File: config.mk
export PLATFORM = sky130hd
export DESIGN_NAME = cloop_cordic
export DESIGN_NICKNAME = d
export VERILOG_FILES = /design/src/rtl/cloop_pkg.sv /design/src/rtl/cloop_cordic.sv
export SDC_FILE = /design/constraint.sdc
export NUM_CORES = 1
export LEC_CHECK = 0
export CAP_MARGIN = 15
export CORE_AREA = 2 2 170 189
export DETAILED_ROUTE_END_ITERATION = 8
export DIE_AREA = 0 0 172 191
export DONT_BUFFER_PORTS = 1
export PLACE_DENSITY = 0.78
export SYNTH_ARGS = -nofsm -noshare
export SYNTH_HDL_FRONTEND = slang
export SYNTH_SLANG_ARGS = --single-unit
File: constraint.sdc
create_clock -name clk -period 6.1 [get_ports clk]
set_clock_uncertainty 0.1 [all_clocks]
set_input_delay 0.305 -clock clk [delete_from_list [all_inputs] [get_ports clk]]
set_output_delay 0.305 -clock clk [all_outputs]
set_load 0.05 [all_outputs]
File: src/rtl/cloop_pkg.sv
`timescale 1ns / 1ps
// ----------------------------------------------------------------------------
// cloop_pkg: shared types and constants of the current loop step
// Sequencer states, unit status, register indexes, fixed-point constants
// and the CORDIC arctangent table.
// ----------------------------------------------------------------------------
package cloop_pkg;

    localparam int CL_DATA_WIDTH      = 16;
    localparam int CL_SINE_INDEX_BITS = 10;

    localparam int CFG_INDEX_W = 4;
    localparam int IN_TDATA_W  = 96;
    localparam int OUT_TDATA_W = 152;

    localparam int MUL_A_W  = 38;
    localparam int MUL_B_W  = 18;
    localparam int MUL_P_W  = 56;
    localparam int ACC_W    = 58;
    localparam int TIME_W   = 40;
    localparam int DIV_NUM_W = 56;
    localparam int DIV_DEN_W = 40;

    localparam int CORDIC_ITERS = 16;
    localparam int CORDIC_W     = 34;

    // Q16 scaled constants
    localparam logic signed [MUL_B_W-1:0] K_INV_SQRT3 = 18'sd37837;   // 1/sqrt3
    localparam logic signed [MUL_B_W-1:0] K_SQRT3     = 18'sd113512;  // sqrt3
    localparam logic signed [MUL_B_W-1:0] K_ONE_HALF  = 18'sd98304;   // 1.5
    localparam logic signed [MUL_B_W-1:0] K_HALF_SQ3  = 18'sd56756;   // sqrt3/2
    localparam logic signed [CORDIC_W-1:0] CORDIC_X0  = 34'sd652032874;

    localparam logic [2:0] SECTOR_1 = 3'd1;
    localparam logic [2:0] SECTOR_2 = 3'd2;
    localparam logic [2:0] SECTOR_3 = 3'd3;
    localparam logic [2:0] SECTOR_4 = 3'd4;
    localparam logic [2:0] SECTOR_5 = 3'd5;
    localparam logic [2:0] SECTOR_6 = 3'd6;
    localparam logic [2:0] SECTOR_NONE = 3'd0;
    localparam logic [2:0] SECTOR_ALL  = 3'd7;

    typedef enum logic [CFG_INDEX_W-1:0] {
        REG_KP_D       = 4'd0,
        REG_KI_D       = 4'd1,
        REG_KP_Q       = 4'd2,
        REG_KI_Q       = 4'd3,
        REG_KB_GAIN    = 4'd4,
        REG_VOLT_MAX   = 4'd5,
        REG_VOLT_MIN   = 4'd6,
        REG_PWM_PERIOD = 4'd7
    } cfg_reg_t;

    typedef enum logic [5:0] {
        ST_IDLE, ST_TRIG, ST_IBE, ST_IDA, ST_IDB, ST_IQA, ST_IQB, ST_ERR,
        ST_PI1, ST_PI2, ST_PI3, ST_PI4, ST_PI5,
        ST_UA1, ST_UA2, ST_UB1, ST_UB2, ST_SEC1, ST_SEC2,
        ST_N1, ST_N2A, ST_N2B, ST_N2C, ST_N2D, ST_N3,
        ST_DIV, ST_DWAIT, ST_SEL, ST_OVX, ST_OVY, ST_TA, ST_TBC, ST_OUT
    } state_t;

    typedef enum logic [2:0] {
        DT_T1, DT_T2, DT_T3, DT_TX, DT_TY
    } div_tag_t;

    typedef struct packed {
        logic busy;
        logic done;
    } unit_sts_t;

    function automatic logic signed [31:0] atan_lut(input logic [3:0] i);
        logic signed [31:0] r;
        case (i)
            4'd0:    r = 32'sd536870912;
            4'd1:    r = 32'sd316933406;
            4'd2:    r = 32'sd167458908;
            4'd3:    r = 32'sd85004756;
            4'd4:    r = 32'sd42667331;
            4'd5:    r = 32'sd21354465;
            4'd6:    r = 32'sd10679838;
            4'd7:    r = 32'sd5340245;
            4'd8:    r = 32'sd2670163;
            4'd9:    r = 32'sd1335087;
            4'd10:   r = 32'sd667544;
            4'd11:   r = 32'sd333772;
            4'd12:   r = 32'sd166886;
            4'd13:   r = 32'sd83443;
            4'd14:   r = 32'sd41722;
            default: r = 32'sd20861;
        endcase
        return r;
    endfunction

endpackage

File: src/rtl/cloop_cordic.sv
`timescale 1ns / 1ps
// ----------------------------------------------------------------------------
// cloop_cordic: iterative sine/cosine unit
// One rotation step per cycle, then quadrant fold and rounding to Q1.15.
// ----------------------------------------------------------------------------
module cloop_cordic
    import cloop_pkg::*;
#(
    parameter int SINE_INDEX_BITS = CL_SINE_INDEX_BITS
)
(
    input  logic               clk,
    input  logic               rst_n,
    input  logic               start,
    input  logic [15:0]        angle,
    output unit_sts_t          sts,
    output logic signed [15:0] cos_q,
    output logic signed [15:0] sin_q
);

    localparam int IW = $clog2(CORDIC_ITERS);

    logic                       busy_reg, fin_reg, done_reg;
    logic [IW-1:0]              iter_reg;
    logic signed [CORDIC_W-1:0] x_reg, y_reg;
    logic signed [31:0]         z_reg;
    logic [1:0]                 quad_reg;
    logic signed [15:0]         cos_reg, sin_reg;

    logic [31:0]                phi;
    logic signed [CORDIC_W-1:0] dx, dy, cx, cy;
    logic signed [15:0]         cos_next, sin_next;

    function automatic logic signed [15:0] round_sat(input logic signed [CORDIC_W-1:0] v);
        logic signed [CORDIC_W-1:0] r;
        r = (v + 34'sd16384) >>> 15;
        if (r > 34'sd32767)
            return 16'sh7FFF;
        else if (r < -34'sd32768)
            return 16'sh8000;
        else
            return r[15:0];
    endfunction

    assign phi = {angle[15 -: SINE_INDEX_BITS], {(32 - SINE_INDEX_BITS){1'b0}}};
    assign dx  = y_reg >>> iter_reg;
    assign dy  = x_reg >>> iter_reg;

    always_comb
    begin
        case (quad_reg)
            2'd0:
            begin
                cx = x_reg;
                cy = y_reg;
            end
            2'd1:
            begin
                cx = -y_reg;
                cy = x_reg;
            end
            2'd2:
            begin
                cx = -x_reg;
                cy = -y_reg;
            end
            default:
            begin
                cx = y_reg;
                cy = -x_reg;
            end
        endcase
        cos_next = round_sat(cx);
        sin_next = round_sat(cy);
    end

    always_ff @(posedge clk or negedge rst_n)
    begin
        if (!rst_n)
        begin
            busy_reg <= 1'b0;
            fin_reg  <= 1'b0;
            done_reg <= 1'b0;
            iter_reg <= '0;
        end
        else
        begin
            done_reg <= fin_reg;
            fin_reg  <= 1'b0;
            if (start)
            begin
                busy_reg <= 1'b1;
                iter_reg <= '0;
            end
            else if (busy_reg)
            begin
                iter_reg <= iter_reg + 1'b1;
                if (iter_reg == IW'(CORDIC_ITERS - 1))
                begin
                    busy_reg <= 1'b0;
                    fin_reg  <= 1'b1;
                end
            end
        end
    end

    always_ff @(posedge clk)
    begin
        if (start)
        begin
            x_reg    <= CORDIC_X0;
            y_reg    <= '0;
            z_reg    <= {2'b00, phi[29:0]};
            quad_reg <= phi[31:30];
        end
        else if (busy_reg)
        begin
            if (!z_reg[31])
            begin
                x_reg <= x_reg - dx;
                y_reg <= y_reg + dy;
                z_reg <= z_reg - atan_lut(iter_reg);
            end
            else
            begin
                x_reg <= x_reg + dx;
                y_reg <= y_reg - dy;
                z_reg <= z_reg + atan_lut(iter_reg);
            end
        end
        if (fin_reg)
        begin
            cos_reg <= cos_next;
            sin_reg <= sin_next;
        end
    end

    assign sts.busy = busy_reg | fin_reg;
    assign sts.done = done_reg;
    assign cos_q    = cos_reg;
    assign sin_q    = sin_reg;

endmodule

# Word-level counts from Yosys, hierarchy flattened
# Memories as Yosys holds them, arrays and structs flattened.
# Index checks and enable logic that the tools add are counted.
# word_totals
n_memories	2
wordCells	59
regBits	141
in_bits	19
rom_bits	960
out_inout_bits	34
# classes
n_eq_ne	3
mux	23
n_addsub	11
reduce_logical	2
magnitude_cmp	4
shifts	2
n_bitwise	1
# mem_list
name	words	width	read_ports	rd_clocked_by_memory_dff	write_ports	line_no	source
(name not given)	16	30	1	0	0	cloop_pkg.sv:73	case (i)
(name not given)	16	30	1	0	0	cloop_pkg.sv:73	
# ops
operator	n
two-way mux 32 bit	7
one-hot mux 34 bit (3 select lines)	2
adder 34 x 16 -> 34 bit (second input constant)	2
adder 34 bit	2
two-way mux 34 bit	2
negator 34 bit	2
>>> shifter 34 x 4 -> 34 bit	2
subtractor 34 bit	2
two-way mux 30 bit	2
> comparator 19 x 16 -> 1 bit (second input constant)	2
less-than comparator 19 x 16 -> 1 bit (second input constant)	2
adder 32 bit	1
two-way mux 16 bit	2
subtractor 32 bit	1
two-way mux 4 bit	2
two-way mux 1 bit	6
adder 4 x 1 -> 4 bit (second input constant)	1
== test 4 bit (second input constant)	1
== test 2 x 1 -> 1 bit (second input constant)	1
== test 2 bit (second input constant)	1
zero test 2 bit	1
nonzero test 2 bit	1
OR 1 bit	1

# Logic depth before layout (Yosys ltp)
# An unclocked memory read counts as a cell.
# depth
depth_word	8
mapped_depth	27
depth_no_buf	24

# Least setup slack after synthesis
# Ideal clock, no wire load.
# synth_path
path_kind	reg2reg
from	register iter_reg[0]
to	register z_reg[23] (data pin)
path_buffers	4
path_stages_with_launch	27
path_slack_ns	-0.639
setup_time_ns	0.267
arrival_time_ns	6.371
synth_period_minus_slack_ns	6.739
required_time_ns	5.733
cell_sequence	dfrtp_1 buf_6 buf_2 buf_2 clkinv_1 ha_1 buf_1 nor2_1 mux4_2 ha_1 nand3_1 or3_1 nor3_1 nand2_1 o21ai_1 xnor2_1 ha_1 a21oi_1 or4b_2 o2111ai_1 a31oi_1 a21oi_1 o21ai_0 or4_1 nor2b_1 xnor2_1 o21ai_0
# synth_between
elab_chain_len	8
elab_cells_between_ends	13
classes_between	2 x add/sub; 9 x mux; 2 x memory
# synth_lines
element	line_no	source
start: declaration	cloop_cordic.sv:24	logic [IW-1:0] iter_reg;
start signal: assignment	cloop_cordic.sv:97	iter_reg <= iter_reg + 1'b1;
memory read (16 x 30 bit)	-	
two-way mux 32 bit	cloop_cordic.sv:118	if (!z_reg[31])
two-way mux 32 bit	cloop_cordic.sv:116	else if (busy_reg)
two-way mux 32 bit	cloop_cordic.sv:109	if (start)
subtractor 32 bit or adder 32 bit (tied branches)	cloop_cordic.sv:122, cloop_cordic.sv:128	
two-way mux 32 bit (*)	cloop_cordic.sv:118	
two-way mux 30 bit (*)	cloop_cordic.sv:116	
two-way mux 30 bit (*)	cloop_cordic.sv:109	
end signal: assignment	cloop_cordic.sv:113	z_reg <= {2'b00, phi[29:0]};
end signal: assignment	cloop_cordic.sv:122	z_reg <= z_reg - atan_lut(iter_reg);
end signal: assignment	cloop_cordic.sv:128	z_reg <= z_reg + atan_lut(iter_reg);
end: declaration	cloop_cordic.sv:26	logic signed [31:0] z_reg;
# Mark *: on every way between the ends. The rest lies on a longest branch, timed or not. The select of a mux whose other input is x is not followed.
# A chain may end at the register's enable or synchronous reset.

# Worst setup path after layout
# layout_path
from	register iter_reg[0]
to	register x_reg[26]
# layout_between
elab_chain_len	3
elab_cells_between_ends	4
classes_between	2 x add/sub; 1 x shift; 1 x mux
# layout_lines
element	line_no	source
>>> shifter 34 x 4 -> 34 bit (*)	cloop_cordic.sv:46	assign dx = y_reg >>> iter_reg;
subtractor 34 bit or adder 34 bit (tied branches)	cloop_cordic.sv:120, cloop_cordic.sv:126	
two-way mux 34 bit (*)	cloop_cordic.sv:118	
end signal: assignment	cloop_cordic.sv:120	x_reg <= x_reg - dx;
end signal: assignment	cloop_cordic.sv:126	x_reg <= x_reg + dx;
end: declaration	cloop_cordic.sv:25	logic signed [CORDIC_W-1:0] x_reg, y_reg;
# Mark *: on every way between the ends. The rest lies on a longest branch, timed or not.

==> qor.yml <==
setup_path:
  path_delay_family: "compound AO/OA/AOI/OAI gates"
  required_ps: 6330
  cpPeakStageDelay_ps: 530
  cp-end-kind: "flop"
  crit_type: "reg2reg"
  start_kind: "flop"
  cp_data_arrival_time_ps: 6200
  path_common_cell: "buf_4"
  cp_max_fo: 6
  path_buf_inv: 6
  crit_slowest_cell: "dfrtp_4"
routing:
  viasPerCell: 6.66
  drtIter0Drc: 1787
  vias: 18295
  first_pass_iters: 6
  antenna_left: 0
  drt-total-wl_um: 60500
  drc: 0
  wl_per_cell_um: 22.0
place:
  hpwl_um: 45200
  place_inst: 2683
  port_buffers: 0
  gp_congestion: 0.994
timing:
  fmax_mhz: 168
  whs_ps: 11.2
  slew-limit-headroom: 0.339
  setup_viol: 0
  hold_viol: 0
  slew_violations: 0
  worst_slew_pin_slew_ps: 984
  fin_crit_sh: 0.978
  period_minus_slack_ps: 5970
  rsz0062_at_grt: "true"
floorplan:
  die_x_um: 172
  die_h_um: 191
  core-area_sq_um: 31000
  die-area_sq_um: 32900
  rows: 68
  ios: 53
  initial_core_util: 0.593
synthesis:
  synth-seq-cells: 141
  async_flop_share: 0.0496
  syn_nets: 2352
  yosysSeqAreaShare: 0.179
  synth.largest_area_cell: "dfxtp_1"
  synth_flop_cell: "dfxtp_1"
  synthTopCellsByArea: "dfxtp_1 10%, mux4_2 8.3%, ha_1 7.6%"
  synth_area_per_cell_sq_um: 8.27
  synth_cell_types: 94
  synth_top_area_share: 0.100
  synth_edf_count: 42
  syn_area_sq_um: 18400
  synthCells: 2219
  yosys_warnings: 0
clocking:
  clk_path_buf_depth: 2
  cts_buffers: 17
  insertion_delay_ps: 450
  cts.sinks: 141
  cts_root_buf: "clkbuf_16"
  clkTransAtPathRegs_ps: 70
  htree_levels: 4
  cts_tree: "yes"
finish:
  drive_above_1_share: 0.198
  multi_input_comb_area_sq_um: 14500
  n_antenna_cell: 0
  area_growth_syn_to_layout_pct: 14.1
  fill_cells: 2539
  layout_common_cells: "212 x buf_4, 189 x nor2_1, 176 x nand2_1"
  final_common_cell: "buf_4"
  stdcell_count: 2746
  nets: 2446
  regArea_sq_um: 3290
grt:
  grt_pass1_wl_um: 92600
  grt_max_degree: 85
  grt_pass1_vias: 17584
  overflow: 0
  track_usage: 0.364
  antenna_found_initial: 0
min_path:
  hp-class: "in2reg"
run:
  maxCapViolCount: 0
status:
  outcome: "complete, no violations"
## layout make-up
| cell class | instances | area share |
|---|---|---|
| clock buffers | 17 | 0.0203 |
| clock inverters | 15 | 0.00586 |
| inverters | 43 | 0.00777 |
| multi-input cells | 1876 | 0.694 |
| flip-flops and latches | 141 | 0.157 |
| well taps | 420 | 0.0251 |
| repair buffers | 234 | 0.0901 |
## through the flow
step | area, sq um | setup slack (ps) | util | TNS [ps]
floorplan | 18400 | 54.6 | - | 0
global placement | 19800 | -88.3 | 0.639 | -126
detailed placement | 19800 | -200 | 0.639 | -534
CTS | 20500 | 3.12 | 0.662 | 0
global route | 20900 | -111 | 0.676 | -435
finish | 20900 | 134 | 0.676 | 0
## path summary, 6_finish.rpt
kind | startpoint | end | slack [ps] | depth (start not counted)
setup reg to reg | iter_reg[0] | x_reg[26] | 130 | 25
hold / removal | start | y_reg[33] | 10 | 2
setup / recovery | iter_reg[0] | x_reg[26] | 130 | 25
min in group asynchronous | rst_n | busy_reg | 190 | 1
max in group asynchronous | rst_n | iter_reg[0] | 5280 | 1
hold reg to reg | z_reg[30] | z_reg[30] | 370 | 2
## worst register-to-register path, delay by kind of cell (launching register included)
| family | cells | cell delay [ps] |
|---|---|---|
| buffers and inverters | 6 | 790 |
| DFF | 1 | 530 |
| AOI/OAI and AO/OA | 8 | 1360 |
| and+or+nand+nor | 6 | 1270 |
| xor gates and xnor gates | 2 | 480 |
| muxes | 2 | 960 |
| adders and majority gates | 1 | 370 |
## cell families (layout without fill, tap and decap cells)
kind of cell | Yosys count | count (layout) | share of synthesized area
compound gates | 608 | 608 | 0.212
xor+xnor | 256 | 256 | 0.122
fa+ha+maj | 114 | 114 | 0.0790
buf+inv | 202 | 309 | 0.0452
flops | 141 | 141 | 0.179
mux | 221 | 221 | 0.180
simple gates | 677 | 677 | 0.182
## synth_stat cells, types with 8 or more instances
master and count:
nand4_1 22, a211o_1 14, o21a_1 17, dfxtp_1 92, nand3_1 38, buf_1 34
or3_1 28, a31oi_1 40, a21o_1 50, or2_2 13, xor2_1 100, mux4_1 12
nor2_1 196, o31ai_1 18, nor4_1 22, nor3_1 46, and2_1 19, inv_1 38
mux4_2 68, a211oi_1 27, xnor2_1 156, clkbuf_1 106, nor2b_1 21, and3_1 26
nand2b_1 23, edfxtp_1 42, o21ai_0 160, o41ai_1 17, o211ai_1 12, a21oi_1 153
buf_2 11, mux2i_1 104, ha_1 111, nand2_1 177, mux2_2 35, or4_1 8
## what timing repair did
action                                  4_1_cts  5_1_grt
hold endpoints to repair                     93        0
gates resized for setup                       5       73
pin swaps                                     1       44
endpoints found under the setup margin        7       19
hold buffers                                 12        0
buffers inserted                              1       18
## routing by layer
layer | share of wire | wire, um | track usage | up-vias
li1 | - | - | - | 8467
met1 | 0.36 | 22000 | 0.404 | 8719
met2 | 0.48 | 29300 | 0.631 | 855
met3 | 0.069 | 4170 | 0.0602 | 254
met4 | 0.083 | 5020 | 0.254 | 0
met5 | 0 | 0 | 0 | -
Power is left out: the tool's default activity adds up to more than one toggle a clock period on the data nets, which glitch-free logic cannot reach.
