[src/rtl/cloop_pkg.sv]
`timescale 1ns / 1ps
// ----------------------------------------------------------------------------
// cloop_pkg: shared types and constants of the current loop step
// Sequencer states, unit status, register indexes, fixed-point constants
// and the CORDIC arctangent table.
// ----------------------------------------------------------------------------
package cloop_pkg;

    localparam int CL_DATA_WIDTH      = 16;
    localparam int CL_SINE_INDEX_BITS = 10;

    localparam int CFG_INDEX_W = 4;
    localparam int IN_TDATA_W  = 96;
    localparam int OUT_TDATA_W = 152;

    localparam int MUL_A_W  = 38;
    localparam int MUL_B_W  = 18;
    localparam int MUL_P_W  = 56;
    localparam int ACC_W    = 58;
    localparam int TIME_W   = 40;
    localparam int DIV_NUM_W = 56;
    localparam int DIV_DEN_W = 40;

    localparam int CORDIC_ITERS = 16;
    localparam int CORDIC_W     = 34;

    // Q16 scaled constants
    localparam logic signed [MUL_B_W-1:0] K_INV_SQRT3 = 18'sd37837;   // 1/sqrt3
    localparam logic signed [MUL_B_W-1:0] K_SQRT3     = 18'sd113512;  // sqrt3
    localparam logic signed [MUL_B_W-1:0] K_ONE_HALF  = 18'sd98304;   // 1.5
    localparam logic signed [MUL_B_W-1:0] K_HALF_SQ3  = 18'sd56756;   // sqrt3/2
    localparam logic signed [CORDIC_W-1:0] CORDIC_X0  = 34'sd652032874;

    localparam logic [2:0] SECTOR_1 = 3'd1;
    localparam logic [2:0] SECTOR_2 = 3'd2;
    localparam logic [2:0] SECTOR_3 = 3'd3;
    localparam logic [2:0] SECTOR_4 = 3'd4;
    localparam logic [2:0] SECTOR_5 = 3'd5;
    localparam logic [2:0] SECTOR_6 = 3'd6;
    localparam logic [2:0] SECTOR_NONE = 3'd0;
    localparam logic [2:0] SECTOR_ALL  = 3'd7;

    typedef enum logic [CFG_INDEX_W-1:0] {
        REG_KP_D       = 4'd0,
        REG_KI_D       = 4'd1,
        REG_KP_Q       = 4'd2,
        REG_KI_Q       = 4'd3,
        REG_KB_GAIN    = 4'd4,
        REG_VOLT_MAX   = 4'd5,
        REG_VOLT_MIN   = 4'd6,
        REG_PWM_PERIOD = 4'd7
    } cfg_reg_t;

    typedef enum logic [5:0] {
        ST_IDLE, ST_TRIG, ST_IBE, ST_IDA, ST_IDB, ST_IQA, ST_IQB, ST_ERR,
        ST_PI1, ST_PI2, ST_PI3, ST_PI4, ST_PI5,
        ST_UA1, ST_UA2, ST_UB1, ST_UB2, ST_SEC1, ST_SEC2,
        ST_N1, ST_N2A, ST_N2B, ST_N2C, ST_N2D, ST_N3,
        ST_DIV, ST_DWAIT, ST_SEL, ST_OVX, ST_OVY, ST_TA, ST_TBC, ST_OUT
    } state_t;

    typedef enum logic [2:0] {
        DT_T1, DT_T2, DT_T3, DT_TX, DT_TY
    } div_tag_t;

    typedef struct packed {
        logic busy;
        logic done;
    } unit_sts_t;

    function automatic logic signed [31:0] atan_lut(input logic [3:0] i);
        logic signed [31:0] r;
        case (i)
            4'd0:    r = 32'sd536870912;
            4'd1:    r = 32'sd316933406;
            4'd2:    r = 32'sd167458908;
            4'd3:    r = 32'sd85004756;
            4'd4:    r = 32'sd42667331;
            4'd5:    r = 32'sd21354465;
            4'd6:    r = 32'sd10679838;
            4'd7:    r = 32'sd5340245;
            4'd8:    r = 32'sd2670163;
            4'd9:    r = 32'sd1335087;
            4'd10:   r = 32'sd667544;
            4'd11:   r = 32'sd333772;
            4'd12:   r = 32'sd166886;
            4'd13:   r = 32'sd83443;
            4'd14:   r = 32'sd41722;
            default: r = 32'sd20861;
        endcase
        return r;
    endfunction

endpackage

[src/rtl/cloop_div.sv]
`timescale 1ns / 1ps
// ----------------------------------------------------------------------------
// cloop_div: unsigned restoring divider
// One quotient bit per cycle.
// ----------------------------------------------------------------------------
module cloop_div
    import cloop_pkg::*;
#(
    parameter int NW = DIV_NUM_W,
    parameter int DW = DIV_DEN_W
)
(
    input  logic          clk,
    input  logic          rst_n,
    input  logic          start,
    input  logic [NW-1:0] dividend,
    input  logic [DW-1:0] divisor,
    output unit_sts_t     sts,
    output logic [NW-1:0] quotient
);

    localparam int CW = $clog2(NW + 1);

    logic          busy_reg, done_reg;
    logic [CW-1:0] cnt_reg;
    logic [DW-1:0] rem_reg, den_reg;
    logic [NW-1:0] quo_reg;

    logic [DW:0]   shifted, diff;
    logic          fits;

    assign shifted = {rem_reg, quo_reg[NW-1]};
    assign diff    = shifted - {1'b0, den_reg};
    assign fits    = shifted >= {1'b0, den_reg};

    always_ff @(posedge clk or negedge rst_n)
    begin
        if (!rst_n)
        begin
            busy_reg <= 1'b0;
            done_reg <= 1'b0;
            cnt_reg  <= '0;
        end
        else
        begin
            done_reg <= 1'b0;
            if (start)
            begin
                busy_reg <= 1'b1;
                cnt_reg  <= '0;
            end
            else if (busy_reg)
            begin
                cnt_reg <= cnt_reg + 1'b1;
                if (cnt_reg == CW'(NW - 1))
                begin
                    busy_reg <= 1'b0;
                    done_reg <= 1'b1;
                end
            end
        end
    end

    always_ff @(posedge clk)
    begin
        if (start)
        begin
            rem_reg <= '0;
            quo_reg <= dividend;
            den_reg <= divisor;
        end
        else if (busy_reg)
        begin
            rem_reg <= fits ? diff[DW-1:0] : shifted[DW-1:0];
            quo_reg <= {quo_reg[NW-2:0], fits};
        end
    end

    assign sts.busy = busy_reg;
    assign sts.done = done_reg;
    assign quotient = quo_reg;

endmodule
[config.mk]
export PLATFORM = sky130hd
export DESIGN_NAME = cloop_div
export DESIGN_NICKNAME = d
export VERILOG_FILES = /design/src/rtl/cloop_pkg.sv /design/src/rtl/cloop_div.sv
export SDC_FILE = /design/constraint.sdc
export NUM_CORES = 1
export LEC_CHECK = 0
export ABC_AREA = 0
export BUFFER_PORTS_ARGS = -buffer_cell sky130_fd_sc_hd__buf_2
export CAP_MARGIN = 0
export CORE_UTILIZATION = 55
export CTS_BUF_LIST = sky130_fd_sc_hd__clkbuf_16
export DETAILED_ROUTE_END_ITERATION = 6
export PLACE_DENSITY = 0.77
export SLEW_MARGIN = 10
export SYNTH_ARGS = -nofsm -noshare
export SYNTH_HDL_FRONTEND = slang
export SYNTH_SLANG_ARGS = --single-unit
[constraint.sdc]
create_clock -name clk -period 3.5 [get_ports clk]
set_input_delay 0.175 -clock clk [delete_from_list [all_inputs] [get_ports clk]]
set_output_delay 0.175 -clock clk [all_outputs]
set_load 0.005 [all_outputs]
Word-level counts from Yosys, hierarchy flattened
Index checks and enable logic that the tools add are counted.
Word-level totals
  input bits: 99
  output and inout bits: 58
  word-level logic and storage cells: 22
  flip-flop bits (word level): 144
Operators by class
  multiplexer cells: 11
  order comparisons: 1
  equality and inequality tests: 1
  add/subtract/negate cells: 2
  reduce and logical (&&, ||, !) cells: 1
Operator list (number)
  $mux 56: 2
  $ge 41x40->1: 1
  $mux 40: 1
  $sub 40x40->40: 1
  $mux 6: 2
  $add 6x1->6 const B: 1
  $eq 6x6->1 const B: 1
  $mux 1: 6
  $reduce_bool 2->1: 1

Logic depth before layout (Yosys ltp)
Gate-level depths: netlist (run 1).
  depth in word-level cells: 4
  mapped depth: 13
  depth with buffers taken out: 12

Worst setup path after synthesis (run 1)
OpenSTA, ideal clock, no wires.
  path type: reg2reg
  start point: reg quo_reg[55] (netlist: quotient[55])
  end point: reg rem_reg[36]
  clock period less this slack: 2.823 ns
  path slack: 0.677 ns
  stages on the path, launching flop included: 12
  arrival time: 2.732 ns
  cell sequence: edfxtp_1 > inv_1 > ha_1 > fa_1 > nor2b_1 > o2111a_1 > o21a_1 > a21oi_1 > o21ai_1 > nor4_1 > or4_1 > a311oi_1
On the way
  longest elaborated chain between the ends: 2
  elaborated cells on any way between the ends: 3
  those cells by class: 1 x add/sub; 1 x order compare; 1 x mux
RTL lines
  start: declaration: RTL line cloop_div.sv:27  | logic [NW-1:0] quo_reg;
  start signal: assignment: RTL line cloop_div.sv:69  | quo_reg <= dividend;
  start signal: assignment: RTL line cloop_div.sv:75  | quo_reg <= {quo_reg[NW-2:0], fits};
  $sub 40x40->40 / $ge 41x40->1 (equally long branches): RTL line cloop_div.sv:33, cloop_div.sv:34
  $mux 40 *: RTL line cloop_div.sv:74  | rem_reg <= fits ? diff[DW-1:0] : shifted[DW-1:0];
  end signal: assignment: RTL line cloop_div.sv:74
  end: declaration: RTL line cloop_div.sv:26  | logic [DW-1:0] rem_reg, den_reg;
Every way passes the cells marked *; elsewhere a longest branch is shown, timed or not.
A chain may end at the register's enable or synchronous reset.

Worst setup path after layout (run 1)
  start point: reg den_reg[24]
  end point: reg rem_reg[36]
On the way
  longest elaborated chain between the ends: 2
  elaborated cells on any way between the ends: 3
  those cells by class: 1 x add/sub; 1 x order compare; 1 x mux
RTL lines
  start: declaration: RTL line cloop_div.sv:26
  start signal: assignment: RTL line cloop_div.sv:70  | den_reg <= divisor;
  $sub 40x40->40 / $ge 41x40->1 (equally long branches): RTL line cloop_div.sv:33, cloop_div.sv:34
  $mux 40 *: RTL line cloop_div.sv:74
Marked as above.

==> flow_summary.json, run 1 <==
{
  "outcome": "completed",
  "critPathMaxStageDelay_ns": 0.54,
  "ys_top_cells_by_area": "sky130_fd_sc_hd__edfxtp_1 35%, sky130_fd_sc_hd__dfxtp_1 9.7%, sky130_fd_sc_hd__mux2_2 7.7%, sky130_fd_sc_hd__ha_1 6.2%, sky130_fd_sc_hd__mux2i_1 3.6%",
  "buffer_ports.inserted": 156,
  "cts_post_setup_buffers_inserted": 0,
  "relSlewSlack_pct": 41.1,
  "grt_use_total_pct": 24.9,
  "multi_input_area_mm2": 0.00398,
  "synthesized_flop_and_latch_total": 144,
  "post-synth-top-area-cell": "sky130_fd_sc_hd__edfxtp_1",
  "flow.area_growth_from_synthesis_pct": 22.8,
  "reg2reg_depth": 11,
  "cts_max_level": 4,
  "antenna_violations_before_repair": 0,
  "clkLatencyLatePin_ns": 0.43,
  "crit_fanout": 13,
  "synthesis.nets": 920,
  "initial_core_util_pct": 56.5,
  "path_delay_family": "compound AO/OA/AOI/OAI gates",
  "grt.met3_usage_pct": 7.00,
  "num_io_pins": 157,
  "period_share_pct": 91.2,
  "max-vdd-ir-drop_uv": 454,
  "use_met1_pct": 30.4,
  "final-setup-viol-count": 0,
  "core-area_mm2": 0.0146,
  "totalNegativeSetupSlack_ns": 0,
  "synth_compound_area_share_pct": 15.0,
  "synth_simple_gate_area_share_pct": 11.8,
  "worst-endpoint-required_ns": 3.82,
  "layout.nets": 1101,
  "overflow": 0,
  "largest_reg_flops": 56,
  "cts_tree": "built",
  "min-delay-path-class": "primary input to flop",
  "number_of_global_route_vias_before_repair": 6553,
  "diodes": 0,
  "synth_area_mm2": 0.00824,
  "worstMarginPinSlew_ns": 0.884,
  "clockBufferDepth": 2,
  "synth_xor_xnor_area_share_pct": 3.61,
  "drive_gt1_share_pct": 27.6,
  "largest_family_of_logic_cells_by_synthesized_area": "compound AO/OA/AOI/OAI gates",
  "ys_dominant_reg_cell": "sky130_fd_sc_hd__edfxtp_1",
  "seq_area_frac_synth_pct": 47.1,
  "worstHoldPathCells": 2,
  "synth_top_cell_area_share_pct": 35.0,
  "worst_setup_path_end_kind": "flop",
  "chipWidth_um": 124,
  "share_of_synthesized_cell_area_in_full_adder_half_adder_and_majority_cells_pct": 6.47,
  "maxClockFrequency_mhz": 313,
  "async_set_or_reset_register_ratio_after_synthesis_pct": 5.56,
  "slowest_stage": "sky130_fd_sc_hd__or4_1",
  "ant_nets": 0,
  "num_rows": 44,
  "cp_data_arrival_time_ns": 3.51,
  "routed_length_per_placed_instance_um": 16.1,
  "synth_enable_flop_cells": 96,
  "timing.critical_path.cells": "inv_1 > ha_1 > nand2_1 > o21ai_2 > a21oi_1 > o221a_2 > and3_1 > a211oi_4 > nor2_4 > or4_1 > a311oi_1",
  "cellLeakagePower_nw": 4.51,
  "tritoncts.num_buffers": 17,
  "syn-instance-count": 779,
  "seqCellArea_mm2": 0.00388,
  "worst_setup_path_start_kind": "flop",
  "final_hold_viol_count": 0,
  "place_congestion": 0.905,
  "syn-mean-instance-area_um2": 10.6,
  "drtPass1Iterations": 4,
  "criticalPathCategory": "flop to flop",
  "design.die.area_mm2": 0.0155,
  "top_usage_layer": "met2",
  "post-route-drc-count": 0,
  "post_synth_num_cell_types": 65,
  "detailed_place_hpwl_um": 13200,
  "period_minus_slack_ns": 3.19,
  "final_max_slew_viol_count": 0,
  "grt_start_max_net_pins": 147,
  "finalWirelength_um": 18600,
  "root_cell_of_the_clock_tree": "sky130_fd_sc_hd__clkbuf_16",
  "drt_iter0_drc": 400,
  "power_density_of_the_placed_cells_mw_per_mm2": 681,
  "power.total_w": 0.00689,
  "number_of_maximum_capacitance_constraint_violations": 0,
  "timing.critical_path.depth": 11,
  "grt_use_met2_pct": 41.8,
  "yosys-mux-area-fraction_pct": 11.3,
  "worst_setup_hold_path_clk_slew_ns": 0.07,
  "timing.critical_path.buf_inv": 1,
  "yosysWarnings": 0,
  "rsz_0062_raised_after_global_routing": "no",
  "grt_first_pass_wirelength_um": 31100,
  "vias": 6487,
  "chipHeight_um": 124,
  "worst_case_clock_skew_ns": 0.0167,
  "avgViaCountPerCell": 5.61,
  "cts.sinks": 144,
  "filler_cell_count": 1104
}
routing by layer:
metal | vias to the layer above | part of all wire, %
met5 | - | 0
met4 | 0 | 2.5
met3 | 32 | 5.8
met2 | 206 | 48
met1 | 3018 | 44
li1 | 3231 | -
synth_stat cells (2+ instances only):
cell type,instances
sky130_fd_sc_hd__a211o_1,3
sky130_fd_sc_hd__a211oi_1,33
sky130_fd_sc_hd__a21o_1,9
sky130_fd_sc_hd__a21oi_1,50
sky130_fd_sc_hd__a221oi_1,3
sky130_fd_sc_hd__a311oi_1,5
sky130_fd_sc_hd__a31oi_1,6
sky130_fd_sc_hd__and2_1,4
sky130_fd_sc_hd__and3_1,5
sky130_fd_sc_hd__and4_1,3
sky130_fd_sc_hd__buf_2,12
sky130_fd_sc_hd__buf_4,3
sky130_fd_sc_hd__clkbuf_1,26
sky130_fd_sc_hd__clkbuf_2,2
sky130_fd_sc_hd__dfrtp_1,8
sky130_fd_sc_hd__dfxtp_1,40
sky130_fd_sc_hd__edfxtp_1,96
sky130_fd_sc_hd__ha_1,41
sky130_fd_sc_hd__inv_1,51
sky130_fd_sc_hd__mux2_2,56
sky130_fd_sc_hd__mux2i_1,30
sky130_fd_sc_hd__nand2_1,48
sky130_fd_sc_hd__nand2b_1,2
sky130_fd_sc_hd__nand3_1,7
sky130_fd_sc_hd__nand4_1,17
sky130_fd_sc_hd__nand4b_1,3
sky130_fd_sc_hd__nor2_1,70
sky130_fd_sc_hd__nor2b_1,6
sky130_fd_sc_hd__nor3_1,13
sky130_fd_sc_hd__nor3b_1,4
sky130_fd_sc_hd__nor4_1,4
sky130_fd_sc_hd__o211ai_1,3
sky130_fd_sc_hd__o21a_1,9
sky130_fd_sc_hd__o21ai_0,24
sky130_fd_sc_hd__o21ai_1,2
sky130_fd_sc_hd__o21ai_2,2
sky130_fd_sc_hd__o21bai_1,10
sky130_fd_sc_hd__o311ai_0,3
sky130_fd_sc_hd__o31ai_1,2
sky130_fd_sc_hd__o32ai_1,2
sky130_fd_sc_hd__or2_2,4
sky130_fd_sc_hd__or3_1,2
sky130_fd_sc_hd__or4_1,2
sky130_fd_sc_hd__xnor2_1,15
sky130_fd_sc_hd__xor2_1,19
cells in the final DEF, fill, tap and decap left out, drive strengths merged, types with 5 or more instances in the layout:
cell type and count:
and3 5, nor4 5, ha 41, dfrtp 8
nor2b 6, o21bai 10, clkinv 8, nor2 71
mux2 56, buf 165, a311oi 5, edfxtp 96
o21a 9, or2 5, xnor2 15, clkbuf 17
nand2 48, a21oi 50, nor3 14, mux2i 30
dfxtp 40, o21ai 28, dlygate4sd3 41, inv 57
nand4 18, a21o 9, xor2 19, nand3 8
a31oi 6, a211oi 34
stage by stage:
stage / instances / utilization, % / hold WS (ns) / cell area [um^2] / worst slack [ns]
finish: 1157 / 69.4 / 0.0465 / 10100 / 0.308
global route: 1157 / 69.4 / 0.0348 / 10100 / 0.0102
CTS: 1157 / 69.3 / 0.0280 / 10100 / 0.292
detailed placement: 1084 / 62.7 / 0.0268 / 9140 / 0.338
global placement: 1084 / 62.7 / 0.0264 / 9140 / 0.430
floorplan: 779 / - / -0.121 / 8240 / 0.677
worst paths after layout:
check | from | to | slack (ns)
max reg2reg | den_reg[24] | rem_reg[36] | 0.31
min in group asynchronous | rst_n | done_reg | 0.11
min reg2reg | rem_reg[39] | rem_reg[39] | 0.46
max in group asynchronous | rst_n | busy_reg | 3.20
min | dividend[19] | quotient[19] | 0.05
max | den_reg[24] | rem_reg[36] | 0.31
worst register-to-register path: cells and delay by family, from the launching register on:
family          cells  cell delay, ns
compound gates      5            1.26
fa+ha+maj           1            0.46
buf+inv             1            0.04
flops               1            0.32
simple gates        4            1.02
logic make-up (layout without fill, tap and decap cells):
group / Yosys count / in the layout
buffers and inverters: 95 / 289
muxes: 86 / 86
xor gates and xnor gates: 34 / 34
DFF: 144 / 144
and+or+nand+nor: 200 / 200
AOI/OAI and AO/OA: 178 / 178
adders and majority gates: 42 / 42
where the power goes:
| group | internal [W] | leakage (nW) | switching [W] |
|---|---|---|---|
| Sequential | 0.00213 | 1.42 | 0.000210 |
| Clock | 0.000986 | 0.277 | 0.000749 |
| Combinational | 0.00126 | 2.82 | 0.00156 |
| Total | 0.00437 | 4.51 | 0.00252 |
final cells by class:
cell class | instances | area share (%)
clock inverters | 15 | 1.31
flip-flops and latches | 144 | 38.4
repair buffers | 206 | 12.6
clock buffers | 17 | 4.20
multi-input cells | 540 | 39.3
well taps | 184 | 2.28
inverters | 51 | 1.89
timing repair:
| item | in CTS | in global routing |
|---|---|---|
| setup endpoints to repair | 0 | 1 |
| hold buffers | 41 | 0 |
| resized for setup | 0 | 1 |
| endpoints found under the hold margin | 48 | 0 |
Note: power is estimated with default switching activity, not from simulation.
==> inputs of run 2 (changes only) <==
CTS_CLUSTER_SIZE = 20   (was default)
HOLD_SLACK_MARGIN = 0.06   (was default)
==> run 2 against run 1 <==
Compared with the run above:
- clock power hardly changed
- global-route usage is 3.1 points higher
- first-iteration DRC count is 17% higher
- via count is 5.2% higher
- sequential cell count stayed put
- worst setup slack worse by 0.0012 ns
- sequential share of layout area is 1.9 points lower
- maximum frequency hardly changed
- routed wire length is 13% higher
- critical path type unchanged
- critical endpoint is now rem_reg[37]
- largest power group unchanged
==> flow_summary.json, run 2 (synthesis results as in run 1) <==
{
  "outcome": "completed",
  "placed_cells_incl_taps": 1084,
  "worst_setup_path_start_kind": "flop",
  "final_cell_mix": "155 x sky130_fd_sc_hd__buf_2, 96 x sky130_fd_sc_hd__edfxtp_1, 95 x sky130_fd_sc_hd__dlygate4sd3_1",
  "power_frac_comb_pct": 41.3,
  "diodes": 0,
  "final_max_slew_viol_count": 0,
  "layoutNonFillerInstCount": 1211,
  "place_ws_ns": 0.338,
  "worst_setup_path_end_kind": "flop",
  "overflow": 0,
  "period_share_pct": 91.2,
  "chipWidth_um": 124,
  "flow.area_growth_from_synthesis_pct": 29.4,
  "relSlewSlack_pct": 42.9,
  "cts.sinks": 144,
  "design.die.area_mm2": 0.0155,
  "totalNegativeSetupSlack_ns": 0,
  "worstMarginPinSlew_ns": 0.855,
  "cellLeakagePower_nw": 4.73,
  "initial_core_util_pct": 56.5,
  "rsz_0062_raised_after_global_routing": "no",
  "antenna_violations_before_repair": 0,
  "filler_cell_count": 1004,
  "max-vdd-ir-drop_uv": 456,
  "finalWirelength_um": 21000,
  "grt_use_met2_pct": 49.0,
  "clkLatencyLatePin_ns": 0.43,
  "final_hold_viol_count": 0,
  "mostFrequentLayoutCell": "sky130_fd_sc_hd__buf_2",
  "cts_tree": "built",
  "power_density_of_the_placed_cells_mw_per_mm2": 657,
  "grt_first_pass_wirelength_um": 34600,
  "ant_nets": 0,
  "num_rows": 44,
  "core-area_mm2": 0.0146,
  "cts_post_setup_buffers_inserted": 0,
  "drtPass1Iterations": 5,
  "path_delay_family": "compound AO/OA/AOI/OAI gates",
  "top_usage_layer": "met2",
  "maxClockFrequency_mhz": 313,
  "critPathMaxStageDelay_ns": 0.43,
  "worst_setup_hold_path_clk_slew_ns": 0.06,
  "post-route-drc-count": 0,
  "number_of_global_route_vias_before_repair": 7017,
  "grt_use_total_pct": 28.0,
  "routed_length_per_placed_instance_um": 17.4,
  "worst-endpoint-required_ns": 3.82,
  "number_of_maximum_capacitance_constraint_violations": 0,
  "grt_start_max_net_pins": 147,
  "vias": 6823,
  "use_met1_pct": 33.3,
  "cts_max_level": 4,
  "setup_ws_ns": 0.307,
  "layout.nets": 1155,
  "drt_iter0_drc": 467,
  "timing.critical_path.cells": "inv_1 > ha_1 > nor2b_1 > o31a_1 > o21ai_2 > o221ai_4 > a41oi_4 > a211oi_4 > nor2_4 > buf_4 > mux2i_1 > a211oi_1",
  "num_io_pins": 157,
  "place_congestion": 0.905,
  "root_cell_of_the_clock_tree": "sky130_fd_sc_hd__clkbuf_16",
  "reg2reg_setup_slack_ns": 0.31,
  "final-setup-viol-count": 0,
  "timing.critical_path.buf_inv": 2,
  "clockBufferDepth": 2,
  "tritoncts.num_buffers": 17,
  "buffer_ports.inserted": 156,
  "worst_case_clock_skew_ns": 0.0105,
  "grt.met3_usage_pct": 6.62,
  "clock_power_share_pct": 25.0,
  "seq_power_share_pct": 33.7,
  "detailed_place_hpwl_um": 13200,
  "slowest_stage": "sky130_fd_sc_hd__edfxtp_1",
  "min-delay-path-class": "primary input to flop",
  "switching_fraction_of_total_power_pct": 36.9,
  "final.hold.worst_slack_ns": 0.0911,
  "avgViaCountPerCell": 5.63,
  "largest_reg_flops": 56,
  "p_sw_w": 0.00258,
  "cp_data_arrival_time_ns": 3.51,
  "criticalPathCategory": "flop to flop",
  "internal_power_w": 0.00441,
  "drive_gt1_share_pct": 26.2,
  "chipHeight_um": 124,
  "crit_fanout": 18,
  "period_minus_slack_ns": 3.19
}
## run 2: cell count changes in the layout (fill, tap and decap cells not counted)
cell                            delta
sky130_fd_sc_hd__dlygate4sd3_1    +54
## run 2: layout make-up
class	count	area [um^2]	share of cell area, %
multi-input cells	540	3980	37.3
repair buffers	260	1810	17.0
clock inverters	15	133	1.24
clock buffers	17	425	3.99
well taps	184	230	2.16
inverters	51	191	1.80
flip-flops and latches	144	3880	36.4
## run 2: path summary, 6_finish.rpt
| check | startpoint | depth (start not counted) | end |
|---|---|---|---|
| max | den_reg[1] | 12 | rem_reg[37] |
| min | start | 3 | busy_reg |
| max reg2reg | den_reg[1] | 12 | rem_reg[37] |
| min reg2reg | rem_reg[3] | 2 | rem_reg[3] |
| max in group asynchronous | rst_n | 2 | busy_reg |
| min in group asynchronous | rst_n | 2 | done_reg |
## run 2: repair_timing
item / 4_1_cts / 5_1_grt
setup endpoints to repair: 0 / 1
gates resized for setup: 0 / 1
hold buffers: 95 / 0
endpoints found under the hold margin: 102 / 0
## run 2: through the flow
stage | total power, W | util (%) | area (um^2)
final | 0.00700 | 73.1 | 10700
after global routing | 0.00742 | 73.1 | 10700
after CTS | 0.00696 | 73.0 | 10700
after detailed placement | 0.00512 | 62.7 | 9140
after global placement | 0.00507 | 62.7 | 9140
after floorplan | 0.00447 | - | 8240
## run 2: worst reg2reg max path, delay by kind of cell (launching register included)
kind / cells / cell delay, ns
flops: 1 / 0.43
mux: 1 / 0.15
compound gates: 6 / 1.48
buf+inv: 2 / 0.43
fa+ha+maj: 1 / 0.23
simple gates: 2 / 0.38
## run 2: power groups by stage
stage | clock network [W] | registers [W] | logic (W)
after CTS | 0.00177 | 0.00234 | 0.00285
after global routing | 0.00183 | 0.00239 | 0.00320
after global placement | 0 | 0.00236 | 0.00271
after detailed placement | 0 | 0.00237 | 0.00275
after floorplan | 0 | 0.00232 | 0.00215
final | 0.00175 | 0.00236 | 0.00289
## run 2: metal layers
layer  vias up  share of wire, %
met3        42               5.4
met1      3209                42
met4         0               2.9
met5         -                 0
met2       227                49
li1       3345                 -
